`src/sv/ctw_pkg.sv`:
```
// ---------------------------------------------------------------------------
// ctw_pkg
// Shared types and constants of the capacitive touch wake detector.
// ---------------------------------------------------------------------------
package ctw_pkg;

  localparam int unsigned TIME_W  = 32;
  localparam int unsigned TOUCH_W = 16;
  localparam int unsigned DELTA_W = 16;
  localparam int unsigned DEB_W   = 8;
  localparam int unsigned FRAC_W  = 8;
  localparam int unsigned BASE_W  = TOUCH_W + FRAC_W;
  localparam int unsigned EMA_SHIFT = 7;
  localparam int unsigned CFG_IDX_W = 3;
  localparam int unsigned CFG_DATA_W = 32;

  // floor(x / 10) for 16-bit x as (x * 52429) >> 19
  localparam logic [31:0] TENTH_MUL = 32'd52429;
  localparam int unsigned TENTH_SHIFT = 19;

  localparam logic [TIME_W-1:0]  SAMPLE_INTERVAL_RST = 32'd50;
  localparam logic [DELTA_W-1:0] MIN_DELTA_RST       = 16'd20;
  localparam logic [DEB_W-1:0]   DEBOUNCE_RST        = 8'd2;
  localparam logic [TIME_W-1:0]  ON_TIME_RST         = 32'd30000;
  localparam logic [TIME_W-1:0]  RECAL_RST           = 32'd60000;

  typedef enum logic [CFG_IDX_W-1:0] {
    CFG_SAMPLE_INTERVAL = 3'd0,
    CFG_MIN_DELTA       = 3'd1,
    CFG_DEBOUNCE        = 3'd2,
    CFG_ON_TIME         = 3'd3,
    CFG_RECAL           = 3'd4
  } cfg_index_t;

  typedef enum logic [1:0] {
    CMD_NONE    = 2'd0,
    CMD_ON      = 2'd1,
    CMD_MONITOR = 2'd2,
    CMD_ENERGY  = 2'd3
  } disp_cmd_t;

endpackage

```
`src/sv/ctw_in_if.sv`:
```
// ---------------------------------------------------------------------------
// ctw_in_if
// Sample channel: timestamp, reading and display status.
// ---------------------------------------------------------------------------
interface ctw_in_if import ctw_pkg::*; ();
  logic                valid;
  logic                ready;
  logic [TIME_W-1:0]   now_ms;
  logic [TOUCH_W-1:0]  touch_value;
  logic                display_is_on;
  logic                display_mode;

  modport source (output valid, now_ms, touch_value, display_is_on, display_mode,
                  input ready);
  modport sink (input valid, now_ms, touch_value, display_is_on, display_mode,
                output ready);
endinterface

```
`src/sv/ctw_out_if.sv`:
```
// ---------------------------------------------------------------------------
// ctw_out_if
// Result channel: sample decision, wake and display requests.
// ---------------------------------------------------------------------------
interface ctw_out_if import ctw_pkg::*; ();
  logic                valid;
  logic                ready;
  logic                sampled;
  logic                below_threshold;
  logic                wake_event;
  disp_cmd_t           display_command;
  logic                turn_off;
  logic                recalibrated;
  logic [TOUCH_W-1:0]  baseline_out;
  logic [TOUCH_W-1:0]  threshold_out;

  modport source (output valid, sampled, below_threshold, wake_event, display_command,
                  turn_off, recalibrated, baseline_out, threshold_out,
                  input ready);
  modport sink (input valid, sampled, below_threshold, wake_event, display_command,
                turn_off, recalibrated, baseline_out, threshold_out,
                output ready);
endinterface

```
`src/sv/capacitive_touch_wake_detector.sv`:
```
// ---------------------------------------------------------------------------
// capacitive_touch_wake_detector
// Baseline-tracking touch detector with debounce, wake and on-timer.
// ---------------------------------------------------------------------------
//  channel   dir  handshake      payload
//  sample    in   valid/ready    now_ms, touch_value, display_is_on, display_mode
//  result    out  valid/ready    sampled .. threshold_out
//  cfg       in   cfg_we         cfg_index, cfg_wdata
//
//  One beat per cycle sustained while the result side takes beats.
//  The whole step sits between the input register and the result register;
//  the feedback loop through the baseline and timer state sets the cycle.
//  Result stall holds the input register; the sample side keeps taking a beat
//  while a result waits, until the input register is also full.
//  rst is synchronous; it clears state and restores register defaults.
// ---------------------------------------------------------------------------
module capacitive_touch_wake_detector import ctw_pkg::*; (
  input  logic                   clk,
  input  logic                   rst,
  input  logic                   cfg_we,
  input  logic [CFG_IDX_W-1:0]   cfg_index,
  input  logic [CFG_DATA_W-1:0]  cfg_wdata,
  ctw_in_if.sink                 sample,
  ctw_out_if.source              result
);

  // configuration
  logic [TIME_W-1:0]  sample_interval_ms;
  logic [DELTA_W-1:0] min_delta;
  logic [DEB_W-1:0]   debounce_count;
  logic [TIME_W-1:0]  display_on_time_ms;
  logic [TIME_W-1:0]  recalibration_ms;

  // state
  logic [BASE_W-1:0]  baseline_fixed, baseline_fixed_next;
  logic [TIME_W-1:0]  last_sample_time;
  logic [TIME_W-1:0]  touch_start_time, touch_start_time_next;
  logic [DEB_W-1:0]   hit_count, hit_count_next;
  logic               event_latched, event_latched_next;
  logic [TIME_W-1:0]  wake_deadline, wake_deadline_next;

  // input register
  logic               in_valid;
  logic [TIME_W-1:0]  in_now;
  logic [TOUCH_W-1:0] in_touch;
  logic               in_disp_on;
  logic               in_mode;

  // result register
  logic               res_valid;
  logic               res_sampled;
  logic               res_below;
  logic               res_wake;
  disp_cmd_t          res_cmd;
  logic               res_off;
  logic               res_recal;
  logic [TOUCH_W-1:0] res_base;
  logic [TOUCH_W-1:0] res_thr;

  logic               take;
  logic               advance;

  // step logic
  logic               due;
  logic [BASE_W:0]    base_sum;
  logic [TOUCH_W-1:0] base;
  logic [31:0]        tenth_prod;
  logic [DELTA_W-1:0] tenth;
  logic [DELTA_W-1:0] delta;
  logic [TOUCH_W-1:0] thr;
  logic [BASE_W-1:0]  touch_fixed;
  logic [BASE_W-1:0]  base_eff;
  logic               above;
  logic signed [BASE_W+1:0] ema_err;
  logic signed [BASE_W+1:0] ema_sum;
  logic [DEB_W-1:0]   hit_inc;
  logic               recal_due;
  logic               below;
  logic               wake;
  disp_cmd_t          cmd;
  logic               recal;
  logic               disp_on_eff;
  logic [TIME_W-1:0]  since_deadline;
  logic               off;

  assign advance      = in_valid && (!res_valid || result.ready);
  assign sample.ready = !in_valid || advance;
  assign take         = sample.valid && sample.ready;

  always_ff @(posedge clk) begin
    if (rst) begin
      sample_interval_ms <= SAMPLE_INTERVAL_RST;
      min_delta          <= MIN_DELTA_RST;
      debounce_count     <= DEBOUNCE_RST;
      display_on_time_ms <= ON_TIME_RST;
      recalibration_ms   <= RECAL_RST;
    end else if (cfg_we) begin
      unique case (cfg_index)
        CFG_SAMPLE_INTERVAL: sample_interval_ms <= cfg_wdata;
        CFG_MIN_DELTA:       min_delta          <= cfg_wdata[DELTA_W-1:0];
        CFG_DEBOUNCE:        debounce_count     <= cfg_wdata[DEB_W-1:0];
        CFG_ON_TIME:         display_on_time_ms <= cfg_wdata;
        CFG_RECAL:           recalibration_ms   <= cfg_wdata;
        default: ;
      endcase
    end
  end

  always_ff @(posedge clk) begin
    if (rst) begin
      in_valid <= 1'b0;
    end else if (take) begin
      in_valid <= 1'b1;
    end else if (advance) begin
      in_valid <= 1'b0;
    end
  end

  always_ff @(posedge clk) begin
    if (take) begin
      in_now     <= sample.now_ms;
      in_touch   <= sample.touch_value;
      in_disp_on <= sample.display_is_on;
      in_mode    <= sample.display_mode;
    end
  end

  // threshold from the stored baseline
  assign due        = (in_now - last_sample_time) >= sample_interval_ms;
  assign base_sum   = {1'b0, baseline_fixed} + (BASE_W+1)'(1 << (FRAC_W - 1));
  assign base       = base_sum[BASE_W] ? {TOUCH_W{1'b1}} : base_sum[BASE_W-1:FRAC_W];
  assign tenth_prod = {{(32-TOUCH_W){1'b0}}, base} * TENTH_MUL;
  assign tenth      = DELTA_W'(tenth_prod[31:TENTH_SHIFT]);
  assign delta      = (tenth < min_delta) ? min_delta : tenth;
  assign thr        = (base <= delta) ? '0 : base - delta;

  // baseline loaded on first sample, then EMA toward untouched readings; reloaded on recalibration
  assign touch_fixed = {in_touch, {FRAC_W{1'b0}}};
  assign base_eff    = (baseline_fixed == '0) ? touch_fixed : baseline_fixed;
  assign above       = in_touch > thr;
  assign ema_err     = $signed({2'b00, touch_fixed}) - $signed({2'b00, base_eff});
  assign ema_sum     = $signed({2'b00, base_eff}) + (ema_err >>> EMA_SHIFT);
  assign hit_inc     = (hit_count < debounce_count) ? hit_count + 1'b1 : hit_count;
  assign recal_due   = (in_now - touch_start_time) >= recalibration_ms;

  always_comb begin
    baseline_fixed_next   = base_eff;
    touch_start_time_next = touch_start_time;
    hit_count_next        = hit_count;
    event_latched_next    = event_latched;
    wake_deadline_next    = wake_deadline;
    below       = 1'b0;
    wake        = 1'b0;
    cmd         = CMD_NONE;
    recal       = 1'b0;
    disp_on_eff = in_disp_on;
    if (above) begin
      baseline_fixed_next   = ema_sum[BASE_W-1:0];
      hit_count_next        = '0;
      event_latched_next    = 1'b0;
      touch_start_time_next = '0;
    end else begin
      below          = 1'b1;
      hit_count_next = hit_inc;
      if (touch_start_time == '0) begin
        touch_start_time_next = in_now;
      end else if (recal_due) begin
        baseline_fixed_next   = touch_fixed;
        hit_count_next        = '0;
        event_latched_next    = 1'b0;
        touch_start_time_next = '0;
        recal                 = 1'b1;
      end
      if (!event_latched_next && hit_count_next >= debounce_count) begin
        event_latched_next = 1'b1;
        wake               = 1'b1;
        wake_deadline_next = in_now + display_on_time_ms;
        if (in_disp_on) begin
          cmd = in_mode ? CMD_MONITOR : CMD_ENERGY;
        end else begin
          cmd         = CMD_ON;
          disp_on_eff = 1'b1;
        end
      end
    end
    since_deadline = in_now - wake_deadline_next;
    off = (wake_deadline_next != '0) && disp_on_eff && !since_deadline[TIME_W-1];
  end

  always_ff @(posedge clk) begin
    if (rst) begin
      baseline_fixed   <= '0;
      last_sample_time <= '0;
      touch_start_time <= '0;
      hit_count        <= '0;
      event_latched    <= 1'b0;
      wake_deadline    <= '0;
    end else if (advance && due) begin
      baseline_fixed   <= baseline_fixed_next;
      last_sample_time <= in_now;
      touch_start_time <= touch_start_time_next;
      hit_count        <= hit_count_next;
      event_latched    <= event_latched_next;
      wake_deadline    <= wake_deadline_next;
    end
  end

  always_ff @(posedge clk) begin
    if (rst) begin
      res_valid <= 1'b0;
    end else if (advance) begin
      res_valid <= 1'b1;
    end else if (result.ready) begin
      res_valid <= 1'b0;
    end
  end

  always_ff @(posedge clk) begin
    if (advance) begin
      res_sampled <= due;
      res_below   <= due && below;
      res_wake    <= due && wake;
      res_cmd     <= due ? cmd : CMD_NONE;
      res_off     <= due && off;
      res_recal   <= due && recal;
      res_base    <= due ? base : '0;
      res_thr     <= due ? thr : '0;
    end
  end

  assign result.valid           = res_valid;
  assign result.sampled         = res_sampled;
  assign result.below_threshold = res_below;
  assign result.wake_event      = res_wake;
  assign result.display_command = res_cmd;
  assign result.turn_off        = res_off;
  assign result.recalibrated    = res_recal;
  assign result.baseline_out    = res_base;
  assign result.threshold_out   = res_thr;

  a_skipped_is_blank: assert property (@(posedge clk) disable iff (rst)
    res_valid && !res_sampled |-> !res_below && !res_wake && !res_off && !res_recal &&
      res_cmd == CMD_NONE && res_base == '0 && res_thr == '0)
    else $error("skipped beat carries nonzero fields");

  a_wake_has_cmd: assert property (@(posedge clk) disable iff (rst)
    res_valid && res_wake |-> res_below && res_cmd != CMD_NONE)
    else $error("wake without below or command");

  a_cmd_needs_wake: assert property (@(posedge clk) disable iff (rst)
    res_valid && res_cmd != CMD_NONE |-> res_wake)
    else $error("command without wake");

  a_recal_below: assert property (@(posedge clk) disable iff (rst)
    res_valid && res_recal |-> res_below)
    else $error("recalibration on untouched reading");

  a_advance_valid: assert property (@(posedge clk) disable iff (rst)
    advance |=> res_valid)
    else $error("advanced beat lost");

  a_turn_off_armed: assert property (@(posedge clk) disable iff (rst)
    advance && due && off |=> wake_deadline != '0)
    else $error("turn-off with disarmed timer");

endmodule

```
`src/flat_wrapper.sv`:
```
// flat-port wrapper written by rule: the top's interface ports become plain ports
module capacitive_touch_wake_detector_flat import ctw_pkg::*;
  (clk, rst, cfg_we, cfg_index, cfg_wdata, sample_valid, sample_now_ms, sample_touch_value, sample_display_is_on, sample_display_mode, sample_ready, result_valid, result_sampled, result_below_threshold, result_wake_event, result_display_command, result_turn_off, result_recalibrated, result_baseline_out, result_threshold_out, result_ready);
  ctw_in_if sample_i ();
  ctw_out_if result_i ();
  input  logic clk;
  input  logic rst;
  input  logic cfg_we;
  input  logic [CFG_IDX_W-1:0] cfg_index;
  input  logic [CFG_DATA_W-1:0] cfg_wdata;
  input wire logic [$bits(sample_i.valid)-1:0] sample_valid;
  input wire logic [$bits(sample_i.now_ms)-1:0] sample_now_ms;
  input wire logic [$bits(sample_i.touch_value)-1:0] sample_touch_value;
  input wire logic [$bits(sample_i.display_is_on)-1:0] sample_display_is_on;
  input wire logic [$bits(sample_i.display_mode)-1:0] sample_display_mode;
  output wire logic [$bits(sample_i.ready)-1:0] sample_ready;
  output wire logic [$bits(result_i.valid)-1:0] result_valid;
  output wire logic [$bits(result_i.sampled)-1:0] result_sampled;
  output wire logic [$bits(result_i.below_threshold)-1:0] result_below_threshold;
  output wire logic [$bits(result_i.wake_event)-1:0] result_wake_event;
  output wire logic [$bits(result_i.display_command)-1:0] result_display_command;
  output wire logic [$bits(result_i.turn_off)-1:0] result_turn_off;
  output wire logic [$bits(result_i.recalibrated)-1:0] result_recalibrated;
  output wire logic [$bits(result_i.baseline_out)-1:0] result_baseline_out;
  output wire logic [$bits(result_i.threshold_out)-1:0] result_threshold_out;
  input wire logic [$bits(result_i.ready)-1:0] result_ready;
  assign sample_i.valid = sample_valid;
  assign sample_i.now_ms = sample_now_ms;
  assign sample_i.touch_value = sample_touch_value;
  assign sample_i.display_is_on = sample_display_is_on;
  assign sample_i.display_mode = sample_display_mode;
  assign sample_ready = sample_i.ready;
  assign result_valid = result_i.valid;
  assign result_sampled = result_i.sampled;
  assign result_below_threshold = result_i.below_threshold;
  assign result_wake_event = result_i.wake_event;
  assign result_display_command = result_i.display_command;
  assign result_turn_off = result_i.turn_off;
  assign result_recalibrated = result_i.recalibrated;
  assign result_baseline_out = result_i.baseline_out;
  assign result_threshold_out = result_i.threshold_out;
  assign result_i.ready = result_ready;
  capacitive_touch_wake_detector u_core (.clk(clk), .rst(rst), .cfg_we(cfg_we), .cfg_index(cfg_index), .cfg_wdata(cfg_wdata), .sample(sample_i), .result(result_i));
endmodule
```
`config.mk`:
```
export PLATFORM = sky130hd
export DESIGN_NAME = capacitive_touch_wake_detector_flat
export DESIGN_NICKNAME = d
export VERILOG_FILES = /design/src/sv/ctw_pkg.sv /design/src/sv/ctw_in_if.sv /design/src/sv/ctw_out_if.sv /design/src/sv/capacitive_touch_wake_detector.sv /design/src/flat_wrapper.sv
export SDC_FILE = /design/constraint.sdc
export NUM_CORES = 1
export LEC_CHECK = 0
export BUFFER_PORTS_ARGS = -buffer_cell sky130_fd_sc_hd__buf_2
export CAP_MARGIN = 20
export CORE_UTILIZATION = 40
export CTS_CLUSTER_DIAMETER = 80
export CTS_CLUSTER_SIZE = 25
export DETAILED_ROUTE_END_ITERATION = 7
export HOLD_SLACK_MARGIN = 0.03
export PLACE_DENSITY = 0.58
export SYNTH_ARGS = -nofsm -noshare
export SYNTH_HDL_FRONTEND = slang
export SYNTH_SLANG_ARGS = --single-unit
```
`constraint.sdc`:
```
create_clock -name clk -period 17.34 [get_ports clk]
set_clock_uncertainty 0.2 [all_clocks]
set_input_delay 0.867 -clock clk [delete_from_list [all_inputs] [get_ports clk]]
set_output_delay 0.867 -clock clk [all_outputs]
set_load 0.005 [all_outputs]
```
Yosys cells after proc, flatten, opt, wreduce, memory -nomap -nowiden. Index checks and enable logic that the tools add are counted.

Input port bits: 90. Output and inout bits: 41. Word-level logic and storage cells: 117. Flip-flop bits (word level): 340.

Mux-type cells: 36. Multipliers: 1. Bitwise gates (word level): 3. Add/subtract/negate cells: 9. $lt $le $gt $ge: 7. Equal/unequal tests: 4. Reduce and logical (&&, ||, !) cells: 31.

Operator list (count): 32-bit 2-to-1 mux (5); 24-bit 2-to-1 mux (4); 32-bit subtractor (3); 32-bit greater-or-equal comparator (2); 16-bit 2-to-1 mux (3); 8-bit 2-to-1 mux (5); 32-bit adder (1); 32-bit zero test (1); 16-bit by 16-bit multiplier with 32-bit output, second input constant (1); 32-bit nonzero test (1); 24-bit by 8-bit adder with 25-bit output, second input constant (1); 24-bit by 24-bit subtractor with 25-bit output (1); 24-bit by 18-bit adder with 24-bit output (1); 24-bit zero test (1); 1-bit 2-to-1 mux (19); 16-bit > comparator (1); 16-bit <= comparator (1); 13-bit by 16-bit less-than comparator with 1-bit output (1); 16-bit subtractor (1); 2-bit AND reduction (6); 1-bit logical AND (10); 8-bit by 1-bit adder with 8-bit output, second input constant (1); 8-bit greater-or-equal comparator (1); 8-bit less-than comparator (1); other kinds (11) (19).

Depth between registers and ports, before layout.
Word-level depth: 17. Depth in mapped cells: 76. Mapped depth without buffers: 73.

Worst setup path after synthesis. No wires, ideal clock.

Path type: register -> register. Start point: register u_core.baseline_fixed[17]. End point: register u_core.res_off (netlist: u_core.result.turn_off) (data pin). Arrival: 15414 ps. Required time: 16879 ps. Period minus slack after synthesis: 15875 ps. Buffers on the path: 8. Library setup time: 261 ps. Slack: 1465 ps. Stages on the path, launching flop included: 71. Cells stage by stage: dfxtp_1 buf_2 and3_1 clkbuf_1 nand3_1 clkbuf_1 nand2_1 ha_1 inv_1 fa_1 inv_1 fa_1 fa_1 fa_1 inv_1 fa_1 inv_1 ha_1 [35 not listed] a21oi_1 a211oi_2 clkbuf_1 buf_2 mux2i_1 ha_1 a21o_1 a21o_1 a21o_1 a21o_1 a21o_1 a21oi_1 o221a_2 mux2i_1 o311ai_1 a211oi_1 xor2_1 o311a_1.

Longest elaborated chain between the ends: 13. Elaborated cells between the ends (all ways): 17. Classes of those cells: 3 x add/sub; 1 x mul; 3 x order compare; 5 x mux; 5 x reduce/logical.

RTL lines: from (decl) (RTL line capacitive_touch_wake_detector.sv:35) `logic [BASE_W-1:0] baseline_fixed, baseline_fixed_next;`; from (signal assigned) (RTL line capacitive_touch_wake_detector.sv:199) `baseline_fixed <= baseline_fixed_next;`; 24-bit by 8-bit adder with 25-bit output (*) (RTL line capacitive_touch_wake_detector.sv:130) `assign base_sum = {1'b0, baseline_fixed} + (BASE_W+1)'(1 << (FRAC_W - 1));`; 16-bit 2-to-1 mux (*) (RTL line capacitive_touch_wake_detector.sv:131) `assign base = base_sum[BASE_W] ? {TOUCH_W{1'b1}} : base_sum[BASE_W-1:FRAC_W];`; net u_core.base[7] (RTL line capacitive_touch_wake_detector.sv:66) `logic [TOUCH_W-1:0] base;`; 16-bit by 16-bit multiplier with 32-bit output (RTL line capacitive_touch_wake_detector.sv:132) `assign tenth_prod = {{(32-TOUCH_W){1'b0}}, base} * TENTH_MUL;`; 13-bit by 16-bit less-than comparator with 1-bit output (RTL line capacitive_touch_wake_detector.sv:134) `assign delta = (tenth < min_delta) ? min_delta : tenth;`; 16-bit 2-to-1 mux (RTL line capacitive_touch_wake_detector.sv:134); 16-bit subtractor or 16-bit <= comparator (tied branches) (RTL line capacitive_touch_wake_detector.sv:135) `assign thr = (base <= delta) ? '0 : base - delta;`; 16-bit 2-to-1 mux (*) (RTL line capacitive_touch_wake_detector.sv:135); 16-bit > comparator (*) (RTL line capacitive_touch_wake_detector.sv:140) `assign above = in_touch > thr;`; 32-bit 2-to-1 mux (RTL line capacitive_touch_wake_detector.sv:157) `if (above) begin`; 32-bit subtractor or 32-bit nonzero test (tied branches) (RTL line capacitive_touch_wake_detector.sv:186, capacitive_touch_wake_detector.sv:187); 1-bit zero test or 1-bit logical AND (tied branches) (RTL line capacitive_touch_wake_detector.sv:187) `off = (wake_deadline_next != '0) && disp_on_eff && !since_deadline[TIME_W-1];`; 1-bit logical AND (*) (RTL line capacitive_touch_wake_detector.sv:187); 1-bit logical AND (*) (RTL line capacitive_touch_wake_detector.sv:224) `res_off <= due && off;`; to (signal assigned) (RTL line capacitive_touch_wake_detector.sv:224); to (decl) (RTL line capacitive_touch_wake_detector.sv:55) `logic res_off;`.

The timed path passes the listed nets; every way through them passes the cells marked *. A chain may end at the register's enable or synchronous reset.

Final worst setup path.
Start point: register u_core.baseline_fixed[8]. End point: register u_core.res_off (netlist: u_core.result.turn_off) (data pin).

The elaborated chain is that of the path after synthesis.

==> impl_metrics.ini <==
[routing]
drtIter0Drc = 1572
vias = 23400
ant_nets = 0
wirelength_mm = 78.7
route.detailed.drc = 0
avgRoutedWirePerCell_um = 17.9
dr.pass1.iters = 5
viasPerCell = 5.33

[die]
die_w_um = 267
die_area_um2 = 71100
die_h_um = 267
core_um2 = 68900
io_pins = 131
rows = 96
start_util_pct = 40.6

[logic_synthesis]
syn_avg_cell_area_um2 = 8.34
synth_top_area_share_pct = 18.5
ys_ff_latch = 340
synthXorXnorAreaFrac_pct = 5.15
async_reset_ff_share_pct = 0
syn_area_um2 = 28000
ys_types = 77
yosys_warnings = 0
synth_area_leaders = ha_1 19%, dfxtp_1 18%, edfxtp_1 9.5%, fa_1 6.1%, nand2_1 5.9%
ys_seq_area_share_pct = 27.5
synth_fp_nets = 3951
synth_edf_count = 89
synth_top_family_by_area = adder cells
synth.mux.area_fraction_pct = 1.23
synth_compound_area_share_pct = 18.9
synth_ff_type = dfxtp_1
synth-adder-area-share_pct = 24.6
synth_simple_gate_area_share_pct = 15.9
synthCells = 3361
synth_top_cell_by_area = ha_1

[critical_path]
cpPeakStageDelay_ns = 0.56
end_kind = flop
cp.arrival_ns = 16.23
start_kind = flop
crit_slowest_cell = or4_1
path_max_fanout = 7
path_class = reg -> reg
cp_data_required_time_ns = 17.48

[clocking]
cts_root_buf = clkbuf_16
postCtsHoldBufs = 0
clk_pin_slew_ns = 0.09
htreeDepth = 1
clock_latency_ns = 0.62
tritoncts_num_sinks = 340
cts_tree = yes
cts-buffers-inserted = 26
clock_path_buffers = 3

[cells_and_area]
n_antenna_cell = 0
final_common_cell = nand2_1
layout.nets = 4030
final_cell_mix = 437 x nand2_1, 415 x ha_1, 384 x inv_1
fillCellCount = 7004
post_route_cells_drive_above_1_share_pct = 7.49
areaGrowthSynthToFinish_pct = 9.62
fin_util_pct = 44.6

[timing]
post-route-period-util_pct = 92.7
tightest_slew_ns = 1.03
rsz0062_at_grt = false
final.setup.tns_ns = 0
max_freq_mhz = 62.2
drv_slew = 0
relSlewSlack_pct = 31.7
timing.final.crit_period_ns = 16.08
hold_viol = 0
setup_viol = 0

[power_and_ir_drop]
ir_drop_uv = 149
powerDensity_nw_per_um2 = 191
leakagePower_nw = 13.5

[placement]
dp_hpwl_mm = 61.8
portBuffers = 130
place.gp.congestion = 0.933

[grt]
gr-total-overflow = 0
grt_usage_pct = 22.1
grt_max_degree = 85
antenna_found_initial = 1
grt_pass1_wl_mm = 124
grt_pass1_vias = 22500

[run]
cap_violations = 0

[status]
status = finished, final reports clean

[hold_path]
hold_path_class = in -> reg
## report_power, final
part	internal (mW)	total, mW	switching (mW)
logic	1.70	4.22	2.52
registers	0.920	1.00	0.0796
clock network	0.310	0.665	0.354
total	2.93	5.88	2.95
## final timing paths
check | startpoint | to | slack (ns) | cells after the start
setup / recovery | u_core.baseline_fixed[8] | u_core.result.turn_off | 1.26 | 67
hold / removal | sample_now_ms[13] | u_core.in_now[13] | 0.21 | 1
setup reg to reg | u_core.baseline_fixed[8] | u_core.result.turn_off | 1.26 | 67
hold reg to reg | u_core.last_sample_time[25] | u_core.last_sample_time[25] | 0.26 | 2
## critical path, delay by kind of cell (launching register included)
| kind | cells | cell delay (ns) |
|---|---|---|
| fa+ha+maj | 12 | 4.83 |
| simple gates | 17 | 3.03 |
| xor+xnor | 4 | 0.68 |
| compound gates | 26 | 5.47 |
| buf+inv | 5 | 0.31 |
| mux | 3 | 0.87 |
| flops | 1 | 0.43 |
## sequential cells by signal, indices dropped and copies added, names as in the netlist, 2 cells and up
| register | count |
|---|---|
| u_core.min_delta | 16 |
| u_core.in_touch | 16 |
| u_core.in_now | 32 |
| u_core.touch_start_time | 32 |
| u_core.baseline_fixed | 24 |
| u_core.last_sample_time | 32 |
| u_core.recalibration_ms | 32 |
| u_core.result.baseline_out | 16 |
| u_core.hit_count | 8 |
| u_core.sample_interval_ms | 32 |
| u_core.debounce_count | 8 |
| u_core.result.threshold_out | 16 |
| u_core.result.display_command | 2 |
| u_core.wake_deadline | 32 |
| u_core.display_on_time_ms | 32 |
## kinds of logic (layout without fill, tap and decap cells)
| kind of cell | after synthesis | in the layout |
|---|---|---|
| compound gates | 831 | 831 |
| xor+xnor | 164 | 164 |
| fa+ha+maj | 500 | 500 |
| buf+inv | 502 | 601 |
| flops | 340 | 340 |
| mux | 34 | 34 |
| simple gates | 990 | 990 |
## cell type report
type                       instances  area (um2)  share of cell area [%]
sequential                       340        7700                    25.1
multi-input combinational       2519       18500                    60.3
tap                              931        1160                    3.79
clock inverter                    19         254                   0.827
inverter                         384        1440                    4.69
timing repair buffer             169         953                    3.10
clock buffer                      29         672                    2.19
## per-stage QoR
step                power (mW)  cell area (um2)  worst slack [ns]  cells  hold WS (ns)
CTS                       5.89            30600             0.692   4388         0.188
detailed placement        5.20            29700             0.720   4340         0.246
finish                    5.88            30700              1.26   4391         0.214
global route              6.51            30700            0.0634   4391         0.192
global placement          5.20            29700              1.13   4340         0.242
floorplan                 4.15            28000              1.47   3361         0.236
## timing repair
item	4_1_cts	5_1_grt
endpoints found under the setup margin	0	1
buffers inserted	0	2
resized for setup	0	10
## Yosys cell counts (5+ instances only)
master     count
a31o_2         5
mux2i_1       30
xnor2_1      103
dfxtp_1      251
o31ai_1       11
nor3_1        50
o21a_1        30
a211o_1        5
a22oi_1       47
and3_1        31
o2111ai_1      5
inv_1        384
nor2_1       237
or4_1          6
o21ai_0      102
edfxtp_1      89
clkbuf_1     106
nand2_1      437
fa_1          85
buf_2          9
o211ai_1      27
xor2_1        60
nand4_1       35
a211oi_1      57
or3_1         17
and4_1        10
nor4_1        24
nand2b_1      24
o21bai_1      15
ha_1         415
nor2b_1       27
a21oi_1      321
o41ai_1       10
a2111oi_0      8
and2_1        16
a21o_1       109
nand3_1       50
a31oi_1       22
a21boi_0       5
or2_2         12
nand3b_1       5
## metal layers
metal / track usage [%] / up-vias / routed length (um)
met2: 37.1 / 529 / 36000
met3: 2.50 / 92 / 3740
li1: - / 11800 / -
met1: 30.4 / 10900 / 37300
met5: 0 / - / 0
met4: 4.80 / 0 / 1650
(Power assumes the default switching activity.)
